===== src/rtl/sm4_pkg.sv =====
// ----------------------------------------------------------------------------
// SM4 cipher package
// Transaction types, request codes, round constants and the SM4 byte S-box.
// ----------------------------------------------------------------------------
`default_nettype none

package sm4_pkg;

	localparam int ROUNDS = 32;
	localparam int RK_AW  = $clog2(ROUNDS);

	localparam logic [RK_AW-1:0] FIRST_RND = '0;
	localparam logic [RK_AW-1:0] LAST_RND  = RK_AW'(ROUNDS - 1);

	// Request codes.
	localparam logic [1:0] REQ_KEY = 2'd0;
	localparam logic [1:0] REQ_ENC = 2'd1;
	localparam logic [1:0] REQ_DEC = 2'd2;

	// Rotation amounts of the linear transform L.
	localparam int ROT_A = 2;
	localparam int ROT_B = 10;
	localparam int ROT_C = 18;
	localparam int ROT_D = 24;

	typedef struct packed {
		logic [1:0]  req_type;
		logic [4:0]  key_index;
		logic [31:0] key_word;
		logic [63:0] block_high;
		logic [63:0] block_low;
	} sm4_req_t;

	typedef struct packed {
		logic [63:0] result_high;
		logic [63:0] result_low;
	} sm4_rsp_t;

	localparam logic [7:0] SBOX [0:255] = '{
		8'hd6, 8'h90, 8'he9, 8'hfe, 8'hcc, 8'he1, 8'h3d, 8'hb7,
		8'h16, 8'hb6, 8'h14, 8'hc2, 8'h28, 8'hfb, 8'h2c, 8'h05,
		8'h2b, 8'h67, 8'h9a, 8'h76, 8'h2a, 8'hbe, 8'h04, 8'hc3,
		8'haa, 8'h44, 8'h13, 8'h26, 8'h49, 8'h86, 8'h06, 8'h99,
		8'h9c, 8'h42, 8'h50, 8'hf4, 8'h91, 8'hef, 8'h98, 8'h7a,
		8'h33, 8'h54, 8'h0b, 8'h43, 8'hed, 8'hcf, 8'hac, 8'h62,
		8'he4, 8'hb3, 8'h1c, 8'ha9, 8'hc9, 8'h08, 8'he8, 8'h95,
		8'h80, 8'hdf, 8'h94, 8'hfa, 8'h75, 8'h8f, 8'h3f, 8'ha6,
		8'h47, 8'h07, 8'ha7, 8'hfc, 8'hf3, 8'h73, 8'h17, 8'hba,
		8'h83, 8'h59, 8'h3c, 8'h19, 8'he6, 8'h85, 8'h4f, 8'ha8,
		8'h68, 8'h6b, 8'h81, 8'hb2, 8'h71, 8'h64, 8'hda, 8'h8b,
		8'hf8, 8'heb, 8'h0f, 8'h4b, 8'h70, 8'h56, 8'h9d, 8'h35,
		8'h1e, 8'h24, 8'h0e, 8'h5e, 8'h63, 8'h58, 8'hd1, 8'ha2,
		8'h25, 8'h22, 8'h7c, 8'h3b, 8'h01, 8'h21, 8'h78, 8'h87,
		8'hd4, 8'h00, 8'h46, 8'h57, 8'h9f, 8'hd3, 8'h27, 8'h52,
		8'h4c, 8'h36, 8'h02, 8'he7, 8'ha0, 8'hc4, 8'hc8, 8'h9e,
		8'hea, 8'hbf, 8'h8a, 8'hd2, 8'h40, 8'hc7, 8'h38, 8'hb5,
		8'ha3, 8'hf7, 8'hf2, 8'hce, 8'hf9, 8'h61, 8'h15, 8'ha1,
		8'he0, 8'hae, 8'h5d, 8'ha4, 8'h9b, 8'h34, 8'h1a, 8'h55,
		8'had, 8'h93, 8'h32, 8'h30, 8'hf5, 8'h8c, 8'hb1, 8'he3,
		8'h1d, 8'hf6, 8'he2, 8'h2e, 8'h82, 8'h66, 8'hca, 8'h60,
		8'hc0, 8'h29, 8'h23, 8'hab, 8'h0d, 8'h53, 8'h4e, 8'h6f,
		8'hd5, 8'hdb, 8'h37, 8'h45, 8'hde, 8'hfd, 8'h8e, 8'h2f,
		8'h03, 8'hff, 8'h6a, 8'h72, 8'h6d, 8'h6c, 8'h5b, 8'h51,
		8'h8d, 8'h1b, 8'haf, 8'h92, 8'hbb, 8'hdd, 8'hbc, 8'h7f,
		8'h11, 8'hd9, 8'h5c, 8'h41, 8'h1f, 8'h10, 8'h5a, 8'hd8,
		8'h0a, 8'hc1, 8'h31, 8'h88, 8'ha5, 8'hcd, 8'h7b, 8'hbd,
		8'h2d, 8'h74, 8'hd0, 8'h12, 8'hb8, 8'he5, 8'hb4, 8'hb0,
		8'h89, 8'h69, 8'h97, 8'h4a, 8'h0c, 8'h96, 8'h77, 8'h7e,
		8'h65, 8'hb9, 8'hf1, 8'h09, 8'hc5, 8'h6e, 8'hc6, 8'h84,
		8'h18, 8'hf0, 8'h7d, 8'hec, 8'h3a, 8'hdc, 8'h4d, 8'h20,
		8'h79, 8'hee, 8'h5f, 8'h3e, 8'hd7, 8'hcb, 8'h39, 8'h48
	};

endpackage

`default_nettype wire


===== src/rtl/sm4_block_cipher.sv =====
// ----------------------------------------------------------------------------
// SM4 block cipher core
// 128-bit SM4 encrypt/decrypt engine with a 32-entry round key RAM.
// ----------------------------------------------------------------------------
// A key transaction (req_type REQ_KEY) writes one 32-bit round key into slot
// key_index of the key RAM and returns nothing; slots never written read as
// zero. An encrypt or decrypt transaction presents its 128-bit result after
// its final round: the first round key is read from the RAM at the edge that
// accepts it, then 32 rounds follow at one round per cycle through the single
// round unit, each round using the key prefetched from the RAM as the engine
// started or the previous round stepped. Decryption walks the keys from slot
// 31 down to slot 0. A new request is taken the cycle after the final round.
// The finished block sits in an output register, so the next request can be
// accepted while the result still waits; only if a second block reaches its
// final round with the previous result still untaken does the engine wait.
// Request code 3 is accepted and dropped.
// ----------------------------------------------------------------------------
`default_nettype none

module sm4_block_cipher (
	input  wire logic              clk,
	input  wire logic              arst_n,
	input  wire logic              req_valid,
	output logic                   req_stall,
	input  wire sm4_pkg::sm4_req_t req,
	output logic                   rsp_valid,
	input  wire logic              rsp_stall,
	output sm4_pkg::sm4_rsp_t      rsp
);

	import sm4_pkg::*;

	// Engine control.
	logic             busy_q;
	logic             dec_q;
	logic [RK_AW-1:0] rnd_q;
	logic [RK_AW-1:0] rnd_nxt;
	logic             rsp_valid_q;
	sm4_rsp_t         rsp_q;

	// Working words of the block.
	logic [31:0] w0_q, w1_q, w2_q, w3_q;

	// Key RAM and its per-slot written flags (unwritten slots read as zero).
	logic [ROUNDS-1:0] key_vld_q;
	logic              kvld_s1;
	logic              rd_en;
	logic [RK_AW-1:0]  rd_addr;
	logic [31:0]       rd_data;
	logic [31:0]       rk;

	logic        accept;
	logic        start;
	logic        key_wr;
	logic        out_free;
	logic        step;
	logic        last;
	logic [31:0] f;
	logic [31:0] nw;

	// The engine only takes a request when no block is in flight.
	assign req_stall = busy_q;
	assign accept    = req_valid && !busy_q;
	assign key_wr    = accept && (req.req_type == REQ_KEY);
	assign start     = accept && ((req.req_type == REQ_ENC) || (req.req_type == REQ_DEC));

	// The last round commits into the output register, which must be free
	// or handing its current result over in this cycle.
	assign out_free = !rsp_valid_q || !rsp_stall;
	assign last     = (rnd_q == LAST_RND);
	assign step     = busy_q && (!last || out_free);
	assign rnd_nxt  = rnd_q + RK_AW'(1);

	// Prefetch the key for the following round; decryption mirrors the index.
	always_comb begin
		rd_en = start || (step && !last);
		if (start) begin
			rd_addr = (req.req_type == REQ_DEC) ? LAST_RND : FIRST_RND;
		end else begin
			rd_addr = rnd_nxt ^ {RK_AW{dec_q}};
		end
	end

	sm4_ram #(
		.WIDTH (32),
		.DEPTH (ROUNDS)
	) u_key_ram (
		.clk     (clk),
		.wr_en   (key_wr),
		.wr_addr (req.key_index),
		.wr_data (req.key_word),
		.rd_en   (rd_en),
		.rd_addr (rd_addr),
		.rd_data (rd_data)
	);

	assign rk = kvld_s1 ? rd_data : '0;

	sm4_round u_round (
		.w1 (w1_q),
		.w2 (w2_q),
		.w3 (w3_q),
		.rk (rk),
		.f  (f)
	);

	assign nw = w0_q ^ f;

	always_ff @(posedge clk or negedge arst_n) begin
		if (!arst_n) begin
			busy_q      <= 1'b0;
			dec_q       <= 1'b0;
			rnd_q       <= '0;
			rsp_valid_q <= 1'b0;
			key_vld_q   <= '0;
			kvld_s1     <= 1'b0;
		end else begin
			if (key_wr) begin
				key_vld_q[req.key_index] <= 1'b1;
			end
			if (rd_en) begin
				kvld_s1 <= key_vld_q[rd_addr];
			end
			if (start) begin
				busy_q <= 1'b1;
				dec_q  <= (req.req_type == REQ_DEC);
				rnd_q  <= FIRST_RND;
			end else if (step) begin
				rnd_q <= rnd_nxt;
				if (last) begin
					busy_q <= 1'b0;
				end
			end
			if (step && last) begin
				rsp_valid_q <= 1'b1;
			end else if (rsp_valid_q && !rsp_stall) begin
				rsp_valid_q <= 1'b0;
			end
		end
	end

	// Data path registers carry no reset.
	always_ff @(posedge clk) begin
		if (start) begin
			w0_q <= req.block_high[63:32];
			w1_q <= req.block_high[31:0];
			w2_q <= req.block_low[63:32];
			w3_q <= req.block_low[31:0];
		end else if (step) begin
			w0_q <= w1_q;
			w1_q <= w2_q;
			w2_q <= w3_q;
			w3_q <= nw;
		end
		// Output is the final four words in reverse order.
		if (step && last) begin
			rsp_q.result_high <= {nw, w3_q};
			rsp_q.result_low  <= {w2_q, w1_q};
		end
	end

	assign rsp_valid = rsp_valid_q;
	assign rsp       = rsp_q;

`ifndef SYNTHESIS
	// A cipher request starts the engine at the first round.
	a_start: assert property (@(posedge clk) disable iff (!arst_n)
		start |=> (busy_q && (rnd_q == FIRST_RND)))
		else $error("engine did not start at the first round");

	// Rounds advance one at a time while the engine runs.
	a_round_step: assert property (@(posedge clk) disable iff (!arst_n)
		(busy_q && !last) |=> (busy_q && (rnd_q == RK_AW'($past(rnd_q) + 1'b1))))
		else $error("round counter skipped or stalled");

	// A new result appears only out of the final round.
	a_rsp_source: assert property (@(posedge clk) disable iff (!arst_n)
		$rose(rsp_valid_q) |-> $past(busy_q && last))
		else $error("result raised outside the final round");

	// The final round never overwrites a result still waiting downstream.
	a_no_overwrite: assert property (@(posedge clk) disable iff (!arst_n)
		(rsp_valid_q && rsp_stall) |=> (rsp_valid_q && $stable(rsp_q)))
		else $error("waiting result was overwritten");

	// A key write marks its slot as written.
	a_key_mark: assert property (@(posedge clk) disable iff (!arst_n)
		key_wr |=> key_vld_q[$past(req.key_index)])
		else $error("key slot not marked after write");
`endif

endmodule

`default_nettype wire


===== src/rtl/sm4_ram.sv =====
// ----------------------------------------------------------------------------
// SM4 generic RAM
// Simple dual-port RAM, one write and one read port, registered read data.
// ----------------------------------------------------------------------------
`default_nettype none

module sm4_ram #(
	parameter int WIDTH = 32,
	parameter int DEPTH = 32
) (
	input  wire logic                     clk,
	input  wire logic                     wr_en,
	input  wire logic [$clog2(DEPTH)-1:0] wr_addr,
	input  wire logic [WIDTH-1:0]         wr_data,
	input  wire logic                     rd_en,
	input  wire logic [$clog2(DEPTH)-1:0] rd_addr,
	output logic      [WIDTH-1:0]         rd_data
);

	logic [WIDTH-1:0] mem_q [0:DEPTH-1];
	logic [WIDTH-1:0] rd_data_q;

	always_ff @(posedge clk) begin
		if (wr_en) begin
			mem_q[wr_addr] <= wr_data;
		end
		if (rd_en) begin
			rd_data_q <= mem_q[rd_addr];
		end
	end

	assign rd_data = rd_data_q;

endmodule

`default_nettype wire


===== src/rtl/sm4_round.sv =====
// ----------------------------------------------------------------------------
// SM4 round function
// Mixes three words with the round key, substitutes bytes, applies L.
// ----------------------------------------------------------------------------
`default_nettype none

module sm4_round (
	input  wire logic [31:0] w1,
	input  wire logic [31:0] w2,
	input  wire logic [31:0] w3,
	input  wire logic [31:0] rk,
	output logic      [31:0] f
);

	import sm4_pkg::*;

	logic [31:0] mix;
	logic [31:0] sub;

	always_comb begin
		mix = w1 ^ w2 ^ w3 ^ rk;
		for (int i = 0; i < 4; i++) begin
			sub[8*i +: 8] = SBOX[mix[8*i +: 8]];
		end
		f = sub
		  ^ ((sub << ROT_A) | (sub >> (32 - ROT_A)))
		  ^ ((sub << ROT_B) | (sub >> (32 - ROT_B)))
		  ^ ((sub << ROT_C) | (sub >> (32 - ROT_C)))
		  ^ ((sub << ROT_D) | (sub >> (32 - ROT_D)));
	end

endmodule

`default_nettype wire

===== config.mk =====
export PLATFORM = sky130hd
export DESIGN_NAME = sm4_block_cipher
export DESIGN_NICKNAME = d
export VERILOG_FILES = /design/src/rtl/sm4_pkg.sv /design/src/rtl/sm4_block_cipher.sv /design/src/rtl/sm4_ram.sv /design/src/rtl/sm4_round.sv
export SDC_FILE = /design/constraint.sdc
export NUM_CORES = 2
export LEC_CHECK = 0
export BUFFER_PORTS_ARGS = -buffer_cell sky130_fd_sc_hd__buf_2
export CORE_ASPECT_RATIO = 0.9
export CORE_UTILIZATION = 30
export CTS_CLUSTER_SIZE = 28
export DETAILED_ROUTE_END_ITERATION = 6
export SLEW_MARGIN = 25
export SYNTH_ARGS = -nofsm -noshare
export SYNTH_HDL_FRONTEND = slang
export SYNTH_SLANG_ARGS = --single-unit

===== constraint.sdc =====
create_clock -name clk -period 9.6 [get_ports clk]
set_input_delay 0.48 -clock clk [delete_from_list [all_inputs] [get_ports clk]]
set_output_delay 0.48 -clock clk [all_outputs]
set_load 0.01 [all_outputs]

[Yosys cells after proc, flatten, opt, wreduce, memory -nomap -nowiden]
Memories as Yosys holds them, arrays and structs flattened. A register that Yosys moved wholly into a read port is not among the register bits.
Index checks and enable logic that the tools add are counted.
Word-level totals
  bits in registers: 297
  ROM bits: 8192
  input bits: 171
  bits in writable memories: 1024
  memories kept: 5
Memory list
  (no name shown): depth 256, bits a word 8, read ports 1, clocked after memory_dff 0, wr ports 0, RTL line sm4_round.sv:23  | sub[8*i +: 8] = SBOX[mix[8*i +: 8]];
  (no name shown): depth 256, bits a word 8, read ports 1, clocked after memory_dff 0, wr ports 0, RTL line sm4_round.sv:23
  (no name shown): depth 256, bits a word 8, read ports 1, clocked after memory_dff 0, wr ports 0, RTL line sm4_round.sv:23
  (no name shown): depth 256, bits a word 8, read ports 1, clocked after memory_dff 0, wr ports 0, RTL line sm4_round.sv:23
  u_key_ram.mem_q: depth 32, bits a word 32, read ports 1, clocked after memory_dff 1, wr ports 1, RTL line sm4_ram.sv:20  | logic [WIDTH-1:0] mem_q [0:DEPTH-1];
Operators by class
  $lt $le $gt $ge: 7
  reductions and logical operators: 21
  multiplexer cells: 32
  equal/unequal tests: 3
  bitwise gates (word level): 18
  add/subtract/negate cells: 1
Operator list (number)
  $mux 32: 9
  $xor 32x32->32: 8
  $mux 8: 8
  $ge 9x9->1 const B: 4
  $not 8->9: 4
  $or 32x10->32: 1
  $or 32x18->32: 1
  $or 32x2->32: 1
  $or 32x24->32: 1
  $or 32x32->32: 1
  $mux 5: 4
  $lt 5x6->1 const B: 2
  $mux 1: 9
  $logic_and 1x1->1: 8
  $reduce_bool 2->1: 3
  $add 5x1->5 const B: 1
  $bmux 1 s5: 1
  $demux 1 s5: 1
  $eq 5x5->1 const B: 1
  $ge 5x1->1 const B: 1
  $xor 5x5->5: 1
  $logic_not 1->1: 4
  $logic_or 1x1->1: 4
  $eq 2x1->1 const B: 1
  other kinds (3): 3

[Logic depth before layout (Yosys ltp)]
  depth after elaboration: 15
  mapped depth: 19

[By module]
Synthesis repeated with hierarchy kept, for this count alone.
Unflattened totals
  cell total of the unflattened synthesis: 5612
  area, all modules: 68159.1 um^2
Modules (own cells, without submodules)
  sm4_ram: area each 40805.4 um^2, instances 1, cells each 2260
  sm4_round: area each 15427.3 um^2, instances 1, cells each 2404
  sm4_block_cipher: area each 11926.4 um^2, instances 1, cells each 948

[Worst setup path after synthesis]
No wires, ideal clock.
  kind: flip-flop to flip-flop
  from: register rnd_q[0]
  to: register rnd_q[0]
  data required time: 9.509 ns
  setup slack: 2.495 ns
  arrival time: 7.014 ns
  clock period less this slack: 7.105 ns
  buffers on the path: 0
  cell stages (with the launch flop): 9
  cell sequence: dfrtp_1 ha_1 and3_1 ha_1 o21ai_0 a21oi_1 inv_1 nand2_1 o21ai_0
Between the ends
  longest elaborated chain between the ends: 5
  elaborated cells on any way between the ends: 8
  classes of those cells: add/sub (1); eq/ne (1); mux (2); reduce/logical (4)
RTL lines
  start, declared: RTL line sm4_block_cipher.sv:36  | logic [RK_AW-1:0] rnd_q;
  start signal, assigned: RTL line sm4_block_cipher.sv:129  | rnd_q <= rnd_nxt;
  parallel branches: the longest is 5 deep, another holds $add 5x1->5
Parallel ways; which one is timed is not known. The select of a mux whose other input is x is not followed.
A chain may end at the register's enable or synchronous reset.

[Final worst setup path]
  from: register w3_q[24]
  to: register w3_q[6], data pin
Between the ends
  longest elaborated chain between the ends: 13
RTL lines
  start, declared: RTL line sm4_block_cipher.sv:42  | logic [31:0] w0_q, w1_q, w2_q, w3_q;
  start signal, assigned: RTL line sm4_block_cipher.sv:148  | w3_q <= req.block_low[31:0];
  start signal, assigned: RTL line sm4_block_cipher.sv:153  | w3_q <= nw;
  $xor 32x32->32 (2 in series): RTL line sm4_round.sv:21  | mix = w1 ^ w2 ^ w3 ^ rk;
  $not 8->9 (implied by the code): RTL line sm4_round.sv:23
  $mem_v2 256x8
  $mux 8 (implied by the code) (2 in series): RTL line sm4_round.sv:23
  $or 32x10->32: RTL line sm4_round.sv:27  | ^ ((sub << ROT_B) | (sub >> (32 - ROT_B)))
  $xor 32x32->32: RTL line sm4_round.sv:27
  $xor 32x32->32: RTL line sm4_round.sv:28  | ^ ((sub << ROT_C) | (sub >> (32 - ROT_C)))
  $xor 32x32->32: RTL line sm4_round.sv:29  | ^ ((sub << ROT_D) | (sub >> (32 - ROT_D)));
  $xor 32x32->32: RTL line sm4_block_cipher.sv:107  | assign nw = w0_q ^ f;
  via nw[6]: RTL line sm4_block_cipher.sv:59  | logic [31:0] nw;
  $mux 32: RTL line sm4_block_cipher.sv:149  | end else if (step) begin
  $mux 32: RTL line sm4_block_cipher.sv:144  | if (start) begin
The timed path passes the listed nets, and every way through them passes these cells. The select of a mux whose other input is x is not followed.

==> summary.md <==
| Metric | Value |
|---|---|
| Outcome | `completed` |
| Max FO, Critical Path | `24` |
| Vias | `48850` |
| Global placement routability congestion | `0.983` |
| Flops & latches, synth | `1353` |
| Pin count of the biggest net entering global routing | `133` |
| Layout Nets | `5616` |
| Mapped Cells | `5140` |
| RR Startpoint | `w3_q[24]$_DFFE_PP_` |
| Worst setup margin | `2.98 ns` |
| Clock latency on the worst-skew pair | `0.81 ns` |
| Synth area leaders | `edfxtp_1 (58%), mux4_2 (8.8%), nand2_1 (5.2%)` |
| Worst-path cell chain | `xnor2_1 > xnor3_1 > buf_4 > clkinv_1 > ha_1 > nor2_1 > nand2_1 > a311o_1 > a211oi_1 > a311oi_1 > a2111o_1 > xnor2_2 > xor2_1 > xnor2_1 > mux2_2` |
| Drt pass-1 iters | `6` |
| Worst-margin pin slew | `1.19 ns` |
| Vias in the first global route | `47237` |
| Worst endpoint required time | `10.13 ns` |
| CTS Root Cell | `clkbuf_16` |
| Port Buffers | `300` |
| GRT Overall Usage | `21.6%` |
| Die width | `502 um` |
| Unrepaired setup endpoints after global routing | `false` |
| DRC Markers | `0` |
| Most frequent cells in the layout | `edfxtp_1 (1312), nand2_1 (932), buf_2 (299)` |
| Commonest non-fill, non-tap cell in the layout | `edfxtp_1` |
| Ys Warns | `0` |
| Main synth FF type | `edfxtp_1` |
| GRT overflow | `0` |
| Buffer count from post-CTS setup fixing | `0` |
| Initial antenna violation count | `27` |
| Clock sink count | `1353` |
| Worst Skew | `0.0497 ns` |
| Critical Path AT | `7.15 ns` |
| Hold wc startpoint | `req[9]` |
| DP Worst Slack | `3.12 ns` |
| Core area | `0.223 sq mm` |
| Worst path buffer plus inverter count | `2` |
| First-pass GRT wire length | `355 mm` |
| Hold Crit Endpoint | `w3_q[9]$_DFFE_PP_` |
| Worst Hold Class | `primary input to register` |
| Crit share post-route | `68.9%` |
| Max clock buf depth | `3` |
| Fin crit period | `6.62 ns` |
| RR Endpoint | `w3_q[6]$_DFFE_PP_` |
| Most frequent CP cell | `xnor2_1` |
| Post-cts resize count | `0` |
| I/O pin total | `301` |
| Chip height | `452 um` |
| CTS tree | `done` |
| Startpoint Class | `register` |
| Die area | `0.227 sq mm` |
| Placement Rows | `164` |
| Kind of critical path | `register to register` |
| Asr flop ratio synth | `3.03%` |
| H-tree depth | `4` |
| Crit end category | `register` |
| DR WL/cell | `29.5 um` |
| Critical Path Max Stage Delay | `0.93 ns` |
| Final Hold Fails | `0` |
| Starting density of the core | `30.3%` |
| Hold Crit Depth | `2` |
| Top achievable clock speed | `0.151 GHz` |
| Reg2Reg Depth | `15` |
| Register area share after synthesis | `60.0%` |
| Fin Setup TNS | `0 ns` |
| Max-cap violations | `0` |
| Via/cell ratio | `5.75` |
| Reg2Reg Setup Slack | `2.98 ns` |
| Synth top area share | `58.5%` |
| Area growth syn-to-layout | `15.3%` |
| Slew Viols, Final | `0` |
| Final ANT Viol Nets | `0` |
| Top Family by Delay on Critical Path | `compound AO/OA/AOI/OAI gates` |
| Iteration-0 DRC Markers | `6203` |
| CTS clk-pin slew, worst paths | `0.06 ns` |
| Layout cells sized above 1 | `20.0%` |
| Worst path slowest cell | `ha_1` |
| # setup viols final | `0` |
| Avg Cell Area, Syn | `13.1 sq um` |
| Syn nets | `5352` |
| Rel. slew slack | `19.6%` |
| Synth unique cells | `110` |
| Area leader, netlist | `edfxtp_1` |
| CTS buffer count | `139` |
| Placed wire-length estimate | `158 mm` |
| Post-synth EDFFs | `1312` |
| Post-Syn Area | `0.0674 sq mm` |
| Total Wirelength | `251 mm` |
cells in the mapped netlist, drive strengths merged, types with 16 or more instances:
cell type / n
o221ai: 29
a311oi: 54
nor4: 18
a221oi: 45
buf: 195
o211ai: 106
mux2: 34
clkbuf: 213
o311ai: 45
a31oi: 45
a2111oi: 25
nand4: 16
nand2: 934
edfxtp: 1312
o2111ai: 17
a211o: 16
mux4: 264
and2: 54
o31ai: 16
or2: 36
ha: 41
a211oi: 61
nand3: 141
o22ai: 28
mux2i: 46
xnor2: 135
nor3: 82
xor3: 26
a21oi: 195
o21ai: 257
o32ai: 18
inv: 31
dfrtp: 41
xor2: 39
and3: 19
nor2: 275
xnor3: 31
metrics by stage:
stage	area (sq um)	utilization [%]	instances	hold slack, ns
floorplan	67400	-	5140	0.184
CTS	77700	34.9	8494	0.000829
finish	77700	34.9	8500	0.0527
global route	77700	34.9	8495	0.0199
global placement	72300	32.5	8156	0.446
detailed placement	72300	32.5	8156	0.447
final cells by class:
cell class                 count  area, sq um
clock inverter                70          749
antenna                        6         15.0
clock buffer                 173         3720
sequential                  1353        40400
inverter                      33          134
timing repair buffer         531         3540
fill                       21583       145000
multi-input combinational   3346        25400
tap                         2988         3740
state kept, by name, indices dropped and copies added (netlist names):
name               flops
rsp_valid              1
key_vld_q             32
w0_q                  32
kvld_s1                1
dec_q                  1
w3_q                  32
req_stall              1
rnd_q                  5
w2_q                  32
rsp                  128
u_key_ram.mem_q     1024
u_key_ram.rd_data     32
w1_q                  32
cell families after synthesis:
kind of cell | Yosys count | synth area share, %
AOI/OAI and AO/OA | 1101 | 11.5
xor gates and xnor gates | 231 | 4.40
adders and majority gates | 41 | 0.761
buffers and inverters | 441 | 2.88
DFF | 1353 | 60.0
muxes | 344 | 10.1
and+or+nand+nor | 1629 | 10.4
worst max-delay path by stage:
stage                     depth (start not counted)                 start                   end  slack (ns)
after floorplan                                   8  rnd_q[0]$_DFFE_PN0P_  rnd_q[0]$_DFFE_PN0P_        2.49
after CTS                                        15    w3_q[24]$_DFFE_PP_     w3_q[6]$_DFFE_PP_        3.10
after detailed placement                         15    w3_q[24]$_DFFE_PP_     w3_q[6]$_DFFE_PP_        3.12
after global routing                             15    w3_q[24]$_DFFE_PP_     w3_q[6]$_DFFE_PP_        2.93
after global placement                           15    w3_q[24]$_DFFE_PP_     w3_q[6]$_DFFE_PP_        2.97
final                                            15    w3_q[24]$_DFFE_PP_     w3_q[6]$_DFFE_PP_        2.98
metal layers:
| layer | vias up | share of wire (%) | global-route usage, % | routed length (um) |
|---|---|---|---|---|
| met2 | 2766 | 44 | 32.2 | 110000 |
| li1 | 20453 | - | - | - |
| met3 | 474 | 9.9 | 5.56 | 24900 |
| met4 | 30 | 3.4 | 6.90 | 8500 |
| met1 | 25127 | 43 | 30.5 | 107000 |
| met5 | - | 0.076 | 0 | 190 |
what timing repair did:
item / in CTS / in global routing
hold buffers: 95 / 0
endpoints found under the setup margin: 0 / 0
hold endpoints to repair: 135 / 0
Power is left out: the tool's default activity adds up to more than one toggle a clock period on the data nets, which glitch-free logic cannot reach.
